### config.mk
export PLATFORM = sky130hd
export DESIGN_NAME = calendar_clock_counter_unit
export DESIGN_NICKNAME = d
export VERILOG_FILES = /design/src/hdl/rcc_pkg.sv /design/src/hdl/rcc_cell.sv /design/src/hdl/rcc_step.sv /design/src/hdl/calendar_clock_counter_unit.sv
export SDC_FILE = /design/constraint.sdc
export NUM_CORES = 1
export LEC_CHECK = 0
export BUFFER_PORTS_ARGS = -buffer_cell sky130_fd_sc_hd__buf_4
export CAP_MARGIN = 10
export CORE_ASPECT_RATIO = 0.5
export CORE_MARGIN = 2
export CORE_UTILIZATION = 55
export CTS_BUF_LIST = sky130_fd_sc_hd__clkbuf_8
export CTS_CLUSTER_SIZE = 40
export DETAILED_ROUTE_END_ITERATION = 10
export PLACE_DENSITY = 0.79
export SYNTH_ARGS = -nofsm -noshare
export SYNTH_HDL_FRONTEND = slang
export SYNTH_SLANG_ARGS = --single-unit
export TNS_END_PERCENT = 100
### constraint.sdc
create_clock -name aclk -period 6.7 [get_ports aclk]
set_input_delay 0.335 -clock aclk [delete_from_list [all_inputs] [get_ports aclk]]
set_output_delay 0.335 -clock aclk [all_outputs]
set_load 0.01 [all_outputs]
### src/hdl/rcc_pkg.sv
// Shared types, field widths and calendar helpers for the calendar clock counter.
// No dependencies; every module in the project uses this package.
package rcc_pkg;

    localparam int YEAR_BITS_DEF   = 14;
    localparam int AMOUNT_BITS_DEF = 20;

    localparam int REQ_W  = 3;
    localparam int SEC_W  = 6;
    localparam int MIN_W  = 6;
    localparam int HOUR_W = 5;
    localparam int DAY_W  = 5;
    localparam int MON_W  = 4;
    localparam int DATE_FIX_BITS = SEC_W + MIN_W + HOUR_W + DAY_W + MON_W;
    localparam int FLAG_BITS     = 3;

    localparam logic [31:0] SECS_PER_DAY  = 32'd86400;
    localparam logic [31:0] SECS_PER_HOUR = 32'd3600;
    localparam logic [31:0] SECS_PER_MIN  = 32'd60;

    localparam int YEAR_RESET = 2000;

    localparam logic [SEC_W-1:0]  SEC_MAX  = 6'd59;
    localparam logic [MIN_W-1:0]  MIN_MAX  = 6'd59;
    localparam logic [HOUR_W-1:0] HOUR_MAX = 5'd23;
    localparam logic [DAY_W-1:0]  DAY_MIN  = 5'd1;
    localparam logic [DAY_W-1:0]  DAY_MAX  = 5'd31;
    localparam logic [MON_W-1:0]  MON_JAN  = 4'd1;
    localparam logic [MON_W-1:0]  MON_FEB  = 4'd2;
    localparam logic [MON_W-1:0]  MON_APR  = 4'd4;
    localparam logic [MON_W-1:0]  MON_JUN  = 4'd6;
    localparam logic [MON_W-1:0]  MON_SEP  = 4'd9;
    localparam logic [MON_W-1:0]  MON_NOV  = 4'd11;
    localparam logic [MON_W-1:0]  MON_DEC  = 4'd12;

    // Step levels of the seconds stepper, one bit each
    localparam int LVL_SEC  = 0;
    localparam int LVL_MIN  = 1;
    localparam int LVL_HOUR = 2;
    localparam int LVL_DAY  = 3;
    localparam int LVL_N    = 4;

    typedef enum logic [REQ_W-1:0] {
        REQ_LOAD    = 3'd0,
        REQ_TICK_UP = 3'd1,
        REQ_TICK_DN = 3'd2,
        REQ_ADD     = 3'd3,
        REQ_SUB     = 3'd4,
        REQ_CMP     = 3'd5
    } req_t;

    typedef struct packed {
        logic load;
        logic clamp;
        logic inc;
        logic dec;
    } cell_ctl_t;

    typedef struct packed {
        logic             valid;
        logic             up;
        logic [LVL_N-1:0] lvl;
    } step_t;

    function automatic logic [DAY_W-1:0] days_in(input logic [MON_W-1:0] m, input logic lp);
        logic [DAY_W-1:0] len;
        case (m)
            MON_APR, MON_JUN, MON_SEP, MON_NOV: len = 5'd30;
            MON_FEB: len = lp ? 5'd29 : 5'd28;
            default: len = DAY_MAX;
        endcase
        return len;
    endfunction

    // Inverse of 25 modulo 2^32; a product with it tests divisibility by 25
    function automatic logic [31:0] inv_mod_25();
        logic [31:0] x;
        x = 32'd25;
        for (int i = 0; i < 4; i++) begin
            x = x * (32'd2 - 32'd25 * x);
        end
        return x;
    endfunction

    localparam logic [31:0] INV25 = inv_mod_25();

endpackage

### src/hdl/rcc_cell.sv
// One counter cell of the calendar chain: holds one field, takes carry or borrow
// from its lower neighbor and hands its own on. Depends on rcc_pkg.
module rcc_cell #(
    parameter int         W       = 6,
    parameter logic [W-1:0] RST_VAL = '0
) (
    input  logic               aclk,
    input  logic               aresetn,
    input  rcc_pkg::cell_ctl_t ctl,
    input  logic [W-1:0]       load_val,
    input  logic [W-1:0]       lo,
    input  logic [W-1:0]       hi,
    input  logic [W-1:0]       hi_dn,
    output logic [W-1:0]       value,
    output logic [W-1:0]       value_nxt,
    output logic               carry,
    output logic               borrow
);

    logic [W-1:0] val_reg;
    logic [W-1:0] val_next;
    logic [W-1:0] sat_src;

    always_comb begin
        sat_src = ctl.load ? load_val : val_reg;
        carry   = ctl.inc && (val_reg == hi);
        borrow  = ctl.dec && (val_reg == lo);
        val_next = val_reg;
        if (ctl.load || ctl.clamp) begin
            // saturate into [lo, hi]
            if (sat_src < lo) begin
                val_next = lo;
            end else if (sat_src > hi) begin
                val_next = hi;
            end else begin
                val_next = sat_src;
            end
        end else if (ctl.inc) begin
            val_next = carry ? lo : val_reg + W'(1);
        end else if (ctl.dec) begin
            val_next = borrow ? hi_dn : val_reg - W'(1);
        end
    end

    always_ff @(posedge aclk) begin
        if (!aresetn) begin
            val_reg <= RST_VAL;
        end else begin
            val_reg <= val_next;
        end
    end

    assign value     = val_reg;
    assign value_nxt = val_next;

endmodule

### src/hdl/rcc_step.sv
// Seconds stepper: holds the remaining amount and picks, each cycle, the largest
// of day, hour, minute or second that still fits. Depends on rcc_pkg.
module rcc_step #(
    parameter int AMOUNT_BITS = rcc_pkg::AMOUNT_BITS_DEF
) (
    input  logic                   aclk,
    input  logic                   aresetn,
    input  logic                   start,
    input  logic                   start_up,
    input  logic [AMOUNT_BITS-1:0] start_amt,
    input  logic                   advance,
    output rcc_pkg::step_t         step,
    output logic                   last
);
    import rcc_pkg::*;

    logic [AMOUNT_BITS-1:0] rem_reg;
    logic                   up_reg;
    logic [31:0]            rem_w;
    logic [31:0]            sub_amt;
    logic [31:0]            rem_after;
    logic [LVL_N-1:0]       lvl;

    always_comb begin
        rem_w = 32'(rem_reg);
        lvl   = '0;
        if (rem_w >= SECS_PER_DAY) begin
            lvl[LVL_DAY] = 1'b1;
            sub_amt      = SECS_PER_DAY;
        end else if (rem_w >= SECS_PER_HOUR) begin
            lvl[LVL_HOUR] = 1'b1;
            sub_amt       = SECS_PER_HOUR;
        end else if (rem_w >= SECS_PER_MIN) begin
            lvl[LVL_MIN] = 1'b1;
            sub_amt      = SECS_PER_MIN;
        end else begin
            lvl[LVL_SEC] = 1'b1;
            sub_amt      = 32'd1;
        end
        rem_after  = rem_w - sub_amt;
        step.valid = (rem_reg != '0);
        step.up    = up_reg;
        step.lvl   = step.valid ? lvl : '0;
        last       = !step.valid || (rem_after == 32'd0);
    end

    always_ff @(posedge aclk) begin
        if (!aresetn) begin
            rem_reg <= '0;
            up_reg  <= 1'b0;
        end else if (start) begin
            rem_reg <= start_amt;
            up_reg  <= start_up;
        end else if (advance && step.valid) begin
            rem_reg <= rem_after[AMOUNT_BITS-1:0];
        end
    end

endmodule

### src/hdl/calendar_clock_counter_unit.sv
// Calendar clock counter top level: six chained counter cells, the seconds
// stepper, compare logic and the result register. Depends on rcc_pkg, rcc_cell, rcc_step.
//
//  channel | ports                     | tuser    | tdata, lowest bits first
//  --------+---------------------------+----------+-----------------------------------------
//  input   | s_tvalid s_tready s_tdata | req_type | amount, second, minute, hour, day,
//          |                           |          | month, year, zero pad
//  result  | m_tvalid m_tready m_tdata | -        | second, minute, hour, day, month, year,
//          |                           |          | is_less, is_equal, year_wrapped, zero pad
//
// Load, compare and unknown requests make no step and ticks make one; each result is then registered.
// Add and subtract make one step of the stepper per part of the amount, none for a zero amount:
// whole days, then hours, minutes and single seconds of the remainder, one step per cycle.
// Reset holds 00:00:00 on January 1 of year 2000 modulo the year range; no clearing pass.
// The last step waits while the result register holds an untaken transfer.
module calendar_clock_counter_unit #(
    parameter int YEAR_BITS   = rcc_pkg::YEAR_BITS_DEF,
    parameter int AMOUNT_BITS = rcc_pkg::AMOUNT_BITS_DEF
) (
    input  logic aclk,
    input  logic aresetn,
    input  logic s_tvalid,
    output logic s_tready,
    // amount, in_second, in_minute, in_hour, in_day, in_month, in_year, pad
    input  logic [((AMOUNT_BITS + rcc_pkg::DATE_FIX_BITS + YEAR_BITS + 7) / 8) * 8 - 1:0] s_tdata,
    // req_type
    input  logic [rcc_pkg::REQ_W-1:0] s_tuser,
    output logic m_tvalid,
    input  logic m_tready,
    // out_second, out_minute, out_hour, out_day, out_month, out_year,
    // is_less, is_equal, year_wrapped, pad
    output logic [((rcc_pkg::DATE_FIX_BITS + YEAR_BITS + rcc_pkg::FLAG_BITS + 7) / 8) * 8 - 1:0]
        m_tdata
);
    import rcc_pkg::*;

    localparam int M_W = ((DATE_FIX_BITS + YEAR_BITS + FLAG_BITS + 7) / 8) * 8;

    localparam int IN_SEC_LSB  = AMOUNT_BITS;
    localparam int IN_MIN_LSB  = IN_SEC_LSB + SEC_W;
    localparam int IN_HOUR_LSB = IN_MIN_LSB + MIN_W;
    localparam int IN_DAY_LSB  = IN_HOUR_LSB + HOUR_W;
    localparam int IN_MON_LSB  = IN_DAY_LSB + DAY_W;
    localparam int IN_YEAR_LSB = IN_MON_LSB + MON_W;

    localparam logic [YEAR_BITS-1:0] YEAR_RST  = YEAR_BITS'(YEAR_RESET);
    localparam logic [YEAR_BITS-1:0] INV25_Y   = INV25[YEAR_BITS-1:0];
    localparam logic [YEAR_BITS-1:0] DIV25_LIM = YEAR_BITS'(((1 << YEAR_BITS) - 1) / 25);

    typedef enum logic [1:0] {
        ST_IDLE = 2'b01,
        ST_BUSY = 2'b10
    } state_t;

    // input fields
    req_t                   req;
    logic [AMOUNT_BITS-1:0] amount;
    logic [SEC_W-1:0]       in_second;
    logic [MIN_W-1:0]       in_minute;
    logic [HOUR_W-1:0]      in_hour;
    logic [DAY_W-1:0]       in_day;
    logic [MON_W-1:0]       in_month;
    logic [YEAR_BITS-1:0]   in_year;

    assign req       = req_t'(s_tuser);
    assign amount    = s_tdata[AMOUNT_BITS-1:0];
    assign in_second = s_tdata[IN_SEC_LSB +: SEC_W];
    assign in_minute = s_tdata[IN_MIN_LSB +: MIN_W];
    assign in_hour   = s_tdata[IN_HOUR_LSB +: HOUR_W];
    assign in_day    = s_tdata[IN_DAY_LSB +: DAY_W];
    assign in_month  = s_tdata[IN_MON_LSB +: MON_W];
    assign in_year   = s_tdata[IN_YEAR_LSB +: YEAR_BITS];

    state_t             state_reg, state_next;
    logic               load_reg;
    logic               less_reg;
    logic               eq_reg;
    logic               wrap_reg;
    logic               m_tvalid_reg;
    logic [M_W-1:0]     m_tdata_reg;

    logic               accept;
    logic               out_free;
    logic               advance;
    logic               finish;
    logic               do_step;
    logic               is_load;
    step_t              step;
    logic               last;
    logic [AMOUNT_BITS-1:0] start_amt;
    logic               start_up;

    cell_ctl_t ctl_sec, ctl_min, ctl_hour, ctl_day, ctl_mon, ctl_year;

    logic [SEC_W-1:0]     sec_val, sec_nxt;
    logic [MIN_W-1:0]     min_val, min_nxt;
    logic [HOUR_W-1:0]    hour_val, hour_nxt;
    logic [DAY_W-1:0]     day_val, day_nxt;
    logic [MON_W-1:0]     mon_val, mon_nxt;
    logic [YEAR_BITS-1:0] year_val, year_nxt;
    logic sec_cy, min_cy, hour_cy, day_cy, mon_cy, year_cy;
    logic sec_bw, min_bw, hour_bw, day_bw, mon_bw, year_bw;

    logic [YEAR_BITS-1:0] yr_mul;
    logic                 leap;
    logic [DAY_W-1:0]     day_hi;
    logic [DAY_W-1:0]     day_hi_dn;
    logic [MON_W-1:0]     prev_mon;
    logic                 cmp_less;
    logic                 cmp_eq;
    logic                 wrap_now;

    assign s_tready = (state_reg == ST_IDLE);
    assign accept   = s_tvalid && s_tready;
    assign out_free = !m_tvalid_reg || m_tready;
    assign advance  = (state_reg == ST_BUSY) && (!last || out_free);
    assign finish   = advance && last;
    assign do_step  = advance && step.valid;
    assign is_load  = accept && (req == REQ_LOAD);

    always_comb begin
        start_amt = '0;
        start_up  = 1'b1;
        case (req)
            REQ_TICK_UP: start_amt = AMOUNT_BITS'(1);
            REQ_TICK_DN: begin
                start_amt = AMOUNT_BITS'(1);
                start_up  = 1'b0;
            end
            REQ_ADD:     start_amt = amount;
            REQ_SUB: begin
                start_amt = amount;
                start_up  = 1'b0;
            end
            default:     start_amt = '0;
        endcase
    end

    rcc_step #(.AMOUNT_BITS(AMOUNT_BITS)) u_step (
        .aclk      (aclk),
        .aresetn   (aresetn),
        .start     (accept),
        .start_up  (start_up),
        .start_amt (start_amt),
        .advance   (advance),
        .step      (step),
        .last      (last)
    );

    // Gregorian leap year: divisible by 4, and by 16 when divisible by 25
    assign yr_mul = year_val * INV25_Y;
    assign leap   = (year_val[1:0] == 2'b00) && ((yr_mul > DIV25_LIM) || (year_val[3:0] == 4'h0));

    // stepping back from January lands in December, 31 days in any year
    assign prev_mon  = (mon_val == MON_JAN) ? MON_DEC : mon_val - MON_JAN;
    assign day_hi    = ctl_day.load ? DAY_MAX : days_in(mon_val, leap);
    assign day_hi_dn = days_in(prev_mon, leap);

    always_comb begin
        ctl_sec  = '0;
        ctl_min  = '0;
        ctl_hour = '0;
        ctl_day  = '0;
        ctl_mon  = '0;
        ctl_year = '0;

        ctl_sec.load  = is_load;
        ctl_min.load  = is_load;
        ctl_hour.load = is_load;
        ctl_day.load  = is_load;
        ctl_mon.load  = is_load;
        ctl_year.load = is_load;
        // day is loaded against 31 first, then clamped once month and year are held
        ctl_day.clamp = advance && load_reg;

        ctl_sec.inc  = do_step && step.up && step.lvl[LVL_SEC];
        ctl_sec.dec  = do_step && !step.up && step.lvl[LVL_SEC];
        ctl_min.inc  = (do_step && step.up && step.lvl[LVL_MIN]) || sec_cy;
        ctl_min.dec  = (do_step && !step.up && step.lvl[LVL_MIN]) || sec_bw;
        ctl_hour.inc = (do_step && step.up && step.lvl[LVL_HOUR]) || min_cy;
        ctl_hour.dec = (do_step && !step.up && step.lvl[LVL_HOUR]) || min_bw;
        ctl_day.inc  = (do_step && step.up && step.lvl[LVL_DAY]) || hour_cy;
        ctl_day.dec  = (do_step && !step.up && step.lvl[LVL_DAY]) || hour_bw;
        ctl_mon.inc  = day_cy;
        ctl_mon.dec  = day_bw;
        ctl_year.inc = mon_cy;
        ctl_year.dec = mon_bw;
    end

    rcc_cell #(.W(SEC_W), .RST_VAL('0)) u_sec (
        .aclk (aclk), .aresetn (aresetn), .ctl (ctl_sec), .load_val (in_second),
        .lo ('0), .hi (SEC_MAX), .hi_dn (SEC_MAX),
        .value (sec_val), .value_nxt (sec_nxt), .carry (sec_cy), .borrow (sec_bw)
    );

    rcc_cell #(.W(MIN_W), .RST_VAL('0)) u_min (
        .aclk (aclk), .aresetn (aresetn), .ctl (ctl_min), .load_val (in_minute),
        .lo ('0), .hi (MIN_MAX), .hi_dn (MIN_MAX),
        .value (min_val), .value_nxt (min_nxt), .carry (min_cy), .borrow (min_bw)
    );

    rcc_cell #(.W(HOUR_W), .RST_VAL('0)) u_hour (
        .aclk (aclk), .aresetn (aresetn), .ctl (ctl_hour), .load_val (in_hour),
        .lo ('0), .hi (HOUR_MAX), .hi_dn (HOUR_MAX),
        .value (hour_val), .value_nxt (hour_nxt), .carry (hour_cy), .borrow (hour_bw)
    );

    rcc_cell #(.W(DAY_W), .RST_VAL(DAY_MIN)) u_day (
        .aclk (aclk), .aresetn (aresetn), .ctl (ctl_day), .load_val (in_day),
        .lo (DAY_MIN), .hi (day_hi), .hi_dn (day_hi_dn),
        .value (day_val), .value_nxt (day_nxt), .carry (day_cy), .borrow (day_bw)
    );

    rcc_cell #(.W(MON_W), .RST_VAL(MON_JAN)) u_mon (
        .aclk (aclk), .aresetn (aresetn), .ctl (ctl_mon), .load_val (in_month),
        .lo (MON_JAN), .hi (MON_DEC), .hi_dn (MON_DEC),
        .value (mon_val), .value_nxt (mon_nxt), .carry (mon_cy), .borrow (mon_bw)
    );

    rcc_cell #(.W(YEAR_BITS), .RST_VAL(YEAR_RST)) u_year (
        .aclk (aclk), .aresetn (aresetn), .ctl (ctl_year), .load_val (in_year),
        .lo ('0), .hi ('1), .hi_dn ('1),
        .value (year_val), .value_nxt (year_nxt), .carry (year_cy), .borrow (year_bw)
    );

    assign wrap_now = year_cy || year_bw;

    // fields compared as given, year first
    assign cmp_less = {year_val, mon_val, day_val, hour_val, min_val, sec_val}
                    < {in_year, in_month, in_day, in_hour, in_minute, in_second};
    assign cmp_eq   = {year_val, mon_val, day_val, hour_val, min_val, sec_val}
                   == {in_year, in_month, in_day, in_hour, in_minute, in_second};

    always_comb begin
        state_next = state_reg;
        case (state_reg)
            ST_IDLE: if (accept) state_next = ST_BUSY;
            ST_BUSY: if (finish) state_next = ST_IDLE;
            default: state_next = ST_IDLE;
        endcase
    end

    always_ff @(posedge aclk) begin
        if (!aresetn) begin
            state_reg    <= ST_IDLE;
            load_reg     <= 1'b0;
            less_reg     <= 1'b0;
            eq_reg       <= 1'b0;
            wrap_reg     <= 1'b0;
            m_tvalid_reg <= 1'b0;
        end else begin
            state_reg <= state_next;
            if (accept) begin
                load_reg <= (req == REQ_LOAD);
                less_reg <= (req == REQ_CMP) && cmp_less;
                eq_reg   <= (req == REQ_CMP) && cmp_eq;
                wrap_reg <= 1'b0;
            end else if (do_step && wrap_now) begin
                wrap_reg <= 1'b1;
            end
            if (finish) begin
                m_tvalid_reg <= 1'b1;
            end else if (m_tready) begin
                m_tvalid_reg <= 1'b0;
            end
        end
    end

    // capture the values the last step leaves behind
    always_ff @(posedge aclk) begin
        if (finish) begin
            m_tdata_reg <= M_W'({wrap_reg || wrap_now, eq_reg, less_reg,
                                 year_nxt, mon_nxt, day_nxt, hour_nxt, min_nxt, sec_nxt});
        end
    end

    assign m_tvalid = m_tvalid_reg;
    assign m_tdata  = m_tdata_reg;

endmodule

* Yosys cells after proc, flatten, opt, wreduce, memory -nomap -nowiden *
Cells that the tools add are included.

word-level totals
  flip-flop bits (word level) = 111
  bits of input ports = 71
  output and inout port bits = 50
  logic and storage cells = 214

cells by class
  $add $sub $neg = 13
  $mul = 1
  $lt $le $gt $ge = 17
  equality and inequality tests = 28
  multiplexer cells = 72
  bitwise operators = 1
  reductions and logical operators = 67

operators by type and width
  cell                                                                               count
  14-bit two-way mux                                                                 8
  6-bit two-way mux                                                                  17
  5-bit two-way mux                                                                  17
  32-bit two-way mux                                                                 2
  40-bit == test                                                                     1
  40-bit less-than comparator                                                        1
  20-bit two-way mux                                                                 2
  4-bit two-way mux                                                                  10
  20-bit case mux with 2 select lines                                                1
  1-bit logical AND                                                                  32
  32-bit zero test                                                                   1
  20-bit by 32-bit subtractor with 32-bit output                                     1
  4-bit == test, second input constant                                               5
  20-bit by 12-bit >= comparator with 1-bit output, second input constant            1
  20-bit by 17-bit >= comparator with 1-bit output, second input constant            1
  20-bit by 6-bit >= comparator with 1-bit output, second input constant             1
  20-bit nonzero test                                                                1
  4-bit by 3-bit == test with 1-bit output, second input constant                    4
  14-bit by 1-bit adder with 14-bit output, second input constant                    1
  14-bit == test, second input constant                                              1
  14-bit by 10-bit greater-than comparator with 1-bit output, second input constant  1
  14-bit greater-than comparator, second input constant                              1
  14-bit zero test                                                                   1
  14-bit by 1-bit less-than comparator with 1-bit output, second input constant      1
  44 further kinds                                                                   87

* Depth between registers and ports, before layout *
  word-level depth = 26
  mapped depth = 23
  gate-level depth less buffers = 23

* By module *
From an unflattened synthesis, not the netlist that was laid out.

unflattened totals
  cells, all modules = 1897
  area, all modules = 15497.4 um2

modules (own cells, without submodules)
  module                       times used  cells an instance  area an instance (um2)  seq. area each (um2)
  calendar_clock_counter_unit  1           412                4127.7                  1431.4
  rcc_cell at u_year           1           413                3313.2                  280.3
  rcc_step                     1           287                2125.8                  420.4
  rcc_cell at u_sec            1           185                1371.3                  120.1
  rcc_cell at u_min            1           180                1336.3                  120.1
  rcc_cell at u_day            1           150                1138.6                  100.1
  rcc_cell at u_hour           1           147                1127.3                  100.1
  rcc_cell at u_mon            1           123                957.2                   80.1

* Worst setup path after synthesis *
No wires, ideal clock.

  kind = flip-flop to flip-flop
  from = reg u_step.rem_reg[13]
  to = reg m_tdata_reg[0], in the netlist m_tdata[0], enable pin
  setup time = 0.502 ns
  arrival time = 6.702 ns
  required time = 6.198 ns
  setup slack = -0.504 ns
  cell stages (with the launch flop) = 13
  buffers on the path = 0
  period minus slack after synthesis = 7.204 ns
  path through = dfxtp_1 > or4_1 > or3_1 > a211o_1 > ha_1 > o211ai_1 > o21ai_1 > mux2i_1 > o221ai_1 > or4b_4 > nor4_1 > a21oi_1 > nor3_1

on the way
  word-level cells in the longest chain between the ends = 11
  elaborated cells on any way between the ends = 15
  those cells by class = add/sub (1); order compare (3); mux (3); reduce/logical (8)

ends and longest elaborated chain
  element                                          RTL line                            RTL
  from (decl)                                      rcc_step.sv:17                      logic [AMOUNT_BITS-1:0] rem_reg;
  from (signal assigned)                           rcc_step.sv:52                      rem_reg <= start_amt;
  from (signal assigned)                           rcc_step.sv:55                      rem_reg <= rem_after[AMOUNT_BITS-1:0];
  20-bit by 6-bit >= comparator with 1-bit output  rcc_step.sv:33                      end else if (rem_w >= SECS_PER_MIN) begin
  6-bit two-way mux                                rcc_step.sv:33
  32-bit two-way mux                               rcc_step.sv:30                      end else if (rem_w >= SECS_PER_HOUR) begin
  32-bit two-way mux                               rcc_step.sv:27                      if (rem_w >= SECS_PER_DAY) begin
  20-bit by 32-bit subtractor with 32-bit output   rcc_step.sv:40                      rem_after = rem_w - sub_amt;
  32-bit zero test                                 rcc_step.sv:44                      last = !step.valid || (rem_after == 32'd0);
  1-bit logical OR (*)                             rcc_step.sv:44
  1-bit zero test                                  calendar_clock_counter_unit.sv:116  assign advance = (state_reg == ST_BUSY) && (!last || out_free);
  1-bit logical OR                                 calendar_clock_counter_unit.sv:116
  1-bit logical AND                                calendar_clock_counter_unit.sv:116
  1-bit logical AND (*)                            calendar_clock_counter_unit.sv:117  assign finish = advance && last;
  via finish                                       calendar_clock_counter_unit.sv:85   logic finish;
  to (signal assigned)                             calendar_clock_counter_unit.sv:272  m_tdata_reg <= M_W'({wrap_reg || wrap_now, eq_reg, less_reg,
  to (decl)                                        calendar_clock_counter_unit.sv:80   logic [M_W-1:0] m_tdata_reg;

The timed path passes the listed nets; every way through them passes the cells marked *.
A chain may end at the register's enable or synchronous reset.

* Worst setup path after layout *
  from = reg u_year.val_reg[0], in the netlist u_year.value[0]
  to = reg u_year.val_reg[1], in the netlist u_year.value[1]

on the way
  word-level cells in the longest chain between the ends = 14
  elaborated cells on any way between the ends = 28
  those cells by class = add/sub (2); mul (1); order compare (3); eq/ne (2); mux (11); reduce/logical (9)

ends and longest elaborated chain
  element                                                     RTL line                            RTL
  from (decl)                                                 rcc_cell.sv:20                      logic [W-1:0] val_reg;
  from (signal assigned)                                      rcc_cell.sv:49                      val_reg <= val_next;
  14-bit by 13-bit multiplier with 14-bit output              calendar_clock_counter_unit.sv:151  assign yr_mul = year_val * INV25_Y;
  14-bit by 10-bit greater-than comparator with 1-bit output  calendar_clock_counter_unit.sv:152  assign leap = (year_val[1:0] == 2'b00) && ((yr_mul > DIV25_LIM) || (year_val[3:0] == 4'h0));
  1-bit logical OR                                            calendar_clock_counter_unit.sv:152
  1-bit logical AND                                           calendar_clock_counter_unit.sv:152
  1-bit two-way mux                                           rcc_pkg.sv:69                       MON_FEB: len = lp ? 5'd29 : 5'd28;
  2-bit case mux with 2 select lines                          rcc_pkg.sv:67                       case (m)
  5-bit two-way mux                                           calendar_clock_counter_unit.sv:156  assign day_hi = ctl_day.load ? DAY_MAX : days_in(mon_val, leap);
  5-bit == test                                               rcc_cell.sv:26                      carry = ctl.inc && (val_reg == hi);
  1-bit logical AND (3 in a row)                              rcc_cell.sv:26
  14-bit two-way mux                                          rcc_cell.sv:39                      val_next = carry ? lo : val_reg + W'(1);
  14-bit two-way mux                                          rcc_cell.sv:38                      end else if (ctl.inc) begin
  14-bit two-way mux (*)                                      rcc_cell.sv:29                      if (ctl.load || ctl.clamp) begin

Every way passes the cells marked *; elsewhere a longest branch is shown, timed or not.

==> metrics.cfg <==
[detailed_routing]
viasPerCell=6.26
firstDrtPassIters=5
drt_iter0_drc=784
via_count=10417
ant_nets=0
drcViolationCount=0
routedWlPerCell_um=19.0
wl_um=31700

[setup_path]
r2r_slack_ns=0.61
crit_arrival_ns=6.38
cp-end-kind=register
path_max_fanout=10
startpoint_type=register
required_ns=6.99
critical_path_class=reg2reg

[run_status]
status=finished clean

[layout]
final_cell_mix=129 x buf_4, 121 x inv_1, 114 x ha_1
drive_above_1_share_pct=13.6
final_core_util_pct=63.2
final_cell_area_sq_um=11800
antennaDiodeCount=0
largest_reg_flops=43
nets=1597
fillers=1703
final_common_cell=buf_4
area_growth_syn_to_layout_pct=11.5
instances_no_fill=1665

[placement]
hpwl_um=24300
place_congestion=0.952
dpl.cell_count=1649
place_ws_ns=0.665
port_buffers=111
placed_cell_area_sq_um=11600

[synth]
syn-cell-area_sq_um=10600
synth_ff_type=dfxtp_1
synth_top_cell_area_share_pct=13.5
syn_avg_cell_area_sq_um=8.00
ys_ff_latch=111
ys_seq_area_share_pct=25.1
yosys_warnings=0
async_reset_ff_share_pct=0
yosysTopAreaCell=ha_1
synth_edf_count=43
netlist_instances=1320
synth.distinct_cells=99
ys_top_cells_by_area=ha_1 14%, dfxtp_1 13%, edfxtp_1 12%

[sta]
min_period_over_period_pct=90.9
fin_worst_skew_ns=0.0198
setup_viol=0
setup_ws_ns=0.607
slew_headroom_pct=32.6
fin_crit_ns=6.09
clock.fmax_mhz=164
rsz0062_at_grt=false
fin_setup_tns_ns=0
maxSlewViolCount=0
worst-slew-pin-transition_ns=1.00
fin_hold_ws_ns=0.164
hold_viol=0

[cts]
cts_tree=yes
path_clk_slew_ns=0.12
clockRootBuffer=clkbuf_8
clk_latency_ns=0.40
post-cts-setup-buffers=0
cts.sinks=111
ctsHoldBuffers=0
cts_buffers=9
cts_buffer_depth=2
h-tree-depth=3
cts_resized=0

[pwr]
totalPowerFinal_mw=2.42
powerDensity_nw_per_um2=206
leakage_nw=5.04
irDropWorstVdd_v=0.000158

[grt]
grt_max_degree=54
antenna_found_initial=0
grt_pass1_vias=9794
grt_overflow=0
grt_pass1_wl_um=50400
grt_util_all_layers_pct=31.4

[die]
die_w_um=200
row_count=35
die_area_sq_um=20400
start_util_pct=56.7
io_pins=121
core_sq_um=18600
die_h_um=102

[min_path]
min_path_type=in2reg

[job]
maxCapViolCount=0

-- power breakdown --
part	internal [mW]	switching, mW	leakage, nW
clock	0.144	0.271	0.0938
sequential	0.732	0.0525	0.939
combinational	0.475	0.748	4.00
total	1.35	1.07	5.04
-- worst max-delay path, cell delays in order (launching register included) --
cell      delay [ns]
dfxtp_1         0.59
fa_1            0.47
ha_1            0.29
ha_1            0.28
inv_1           0.06
fa_1            0.54
inv_1           0.07
fa_1            0.48
ha_1            0.22
or4_1           0.40
o22ai_1         0.18
xnor2_1         0.11
o41ai_2         0.44
nand4_1         0.22
a31oi_4         0.38
nand3_2         0.29
nor3_2          0.49
nand2_1         0.15
a311oi_1        0.32
-- worst paths after layout --
path         cells after the start                        from                          to
max                             18  u_year.value[0]$_SDFF_PN0_  u_year.value[1]$_SDFF_PN0_
min                              3                 s_tdata[55]  u_year.value[9]$_SDFF_PN1_
max reg2reg                     18  u_year.value[0]$_SDFF_PN0_  u_year.value[1]$_SDFF_PN0_
min reg2reg                      0         eq_reg$_SDFFE_PN0P_       m_tdata[41]$_DFFE_PP_
-- cell usage after synthesis (all sizes together), types with 4 or more instances --
library cell	instances
or4	6
and3	7
o31ai	16
a2111oi	4
xnor2	29
a31o	6
o21ai	88
a211oi	23
nand2b	19
buf	23
inv	122
mux2i	10
clkbuf	40
nor2	101
edfxtp	43
nor3	51
or2	4
fa	11
a21oi	111
a21boi	5
a211o	7
or3	13
nand2	97
mux2	4
dfxtp	68
xor2	18
nor4	12
o211ai	19
nand3	39
nand4	31
a21o	22
o2111ai	4
o21a	10
o31a	5
ha	114
a31oi	27
o22ai	11
o41ai	5
nor2b	17
a311oi	6
and2	20
a22oi	4
-- layout make-up --
class	count	area (sq um)	area share, %
Clock buffer	9	124	1.05
Clock inverter	7	65.1	0.553
Inverter	122	458	3.89
Multi-Input combinational cell	1028	7180	61.0
Sequential cell	111	2650	22.5
Tap cell	259	324	2.75
Timing Repair Buffer	129	968	8.23
-- kinds of logic after synthesis --
group | Yosys count | share of synthesized area [%]
buf+inv | 185 | 7.17
xor+xnor | 48 | 4.26
fa+ha+maj | 125 | 15.6
compound gates | 405 | 25.4
simple gates | 431 | 21.0
other cells | 1 | 0.0355
mux | 14 | 1.38
flops | 111 | 25.1
-- layer usage --
layer	GRT usage (%)	routed length, um
met4	10.1	682
met2	54.4	15100
met5	0	0
met1	41.0	13800
met3	4.29	2090
Note: power is estimated with default switching activity, not from simulation.
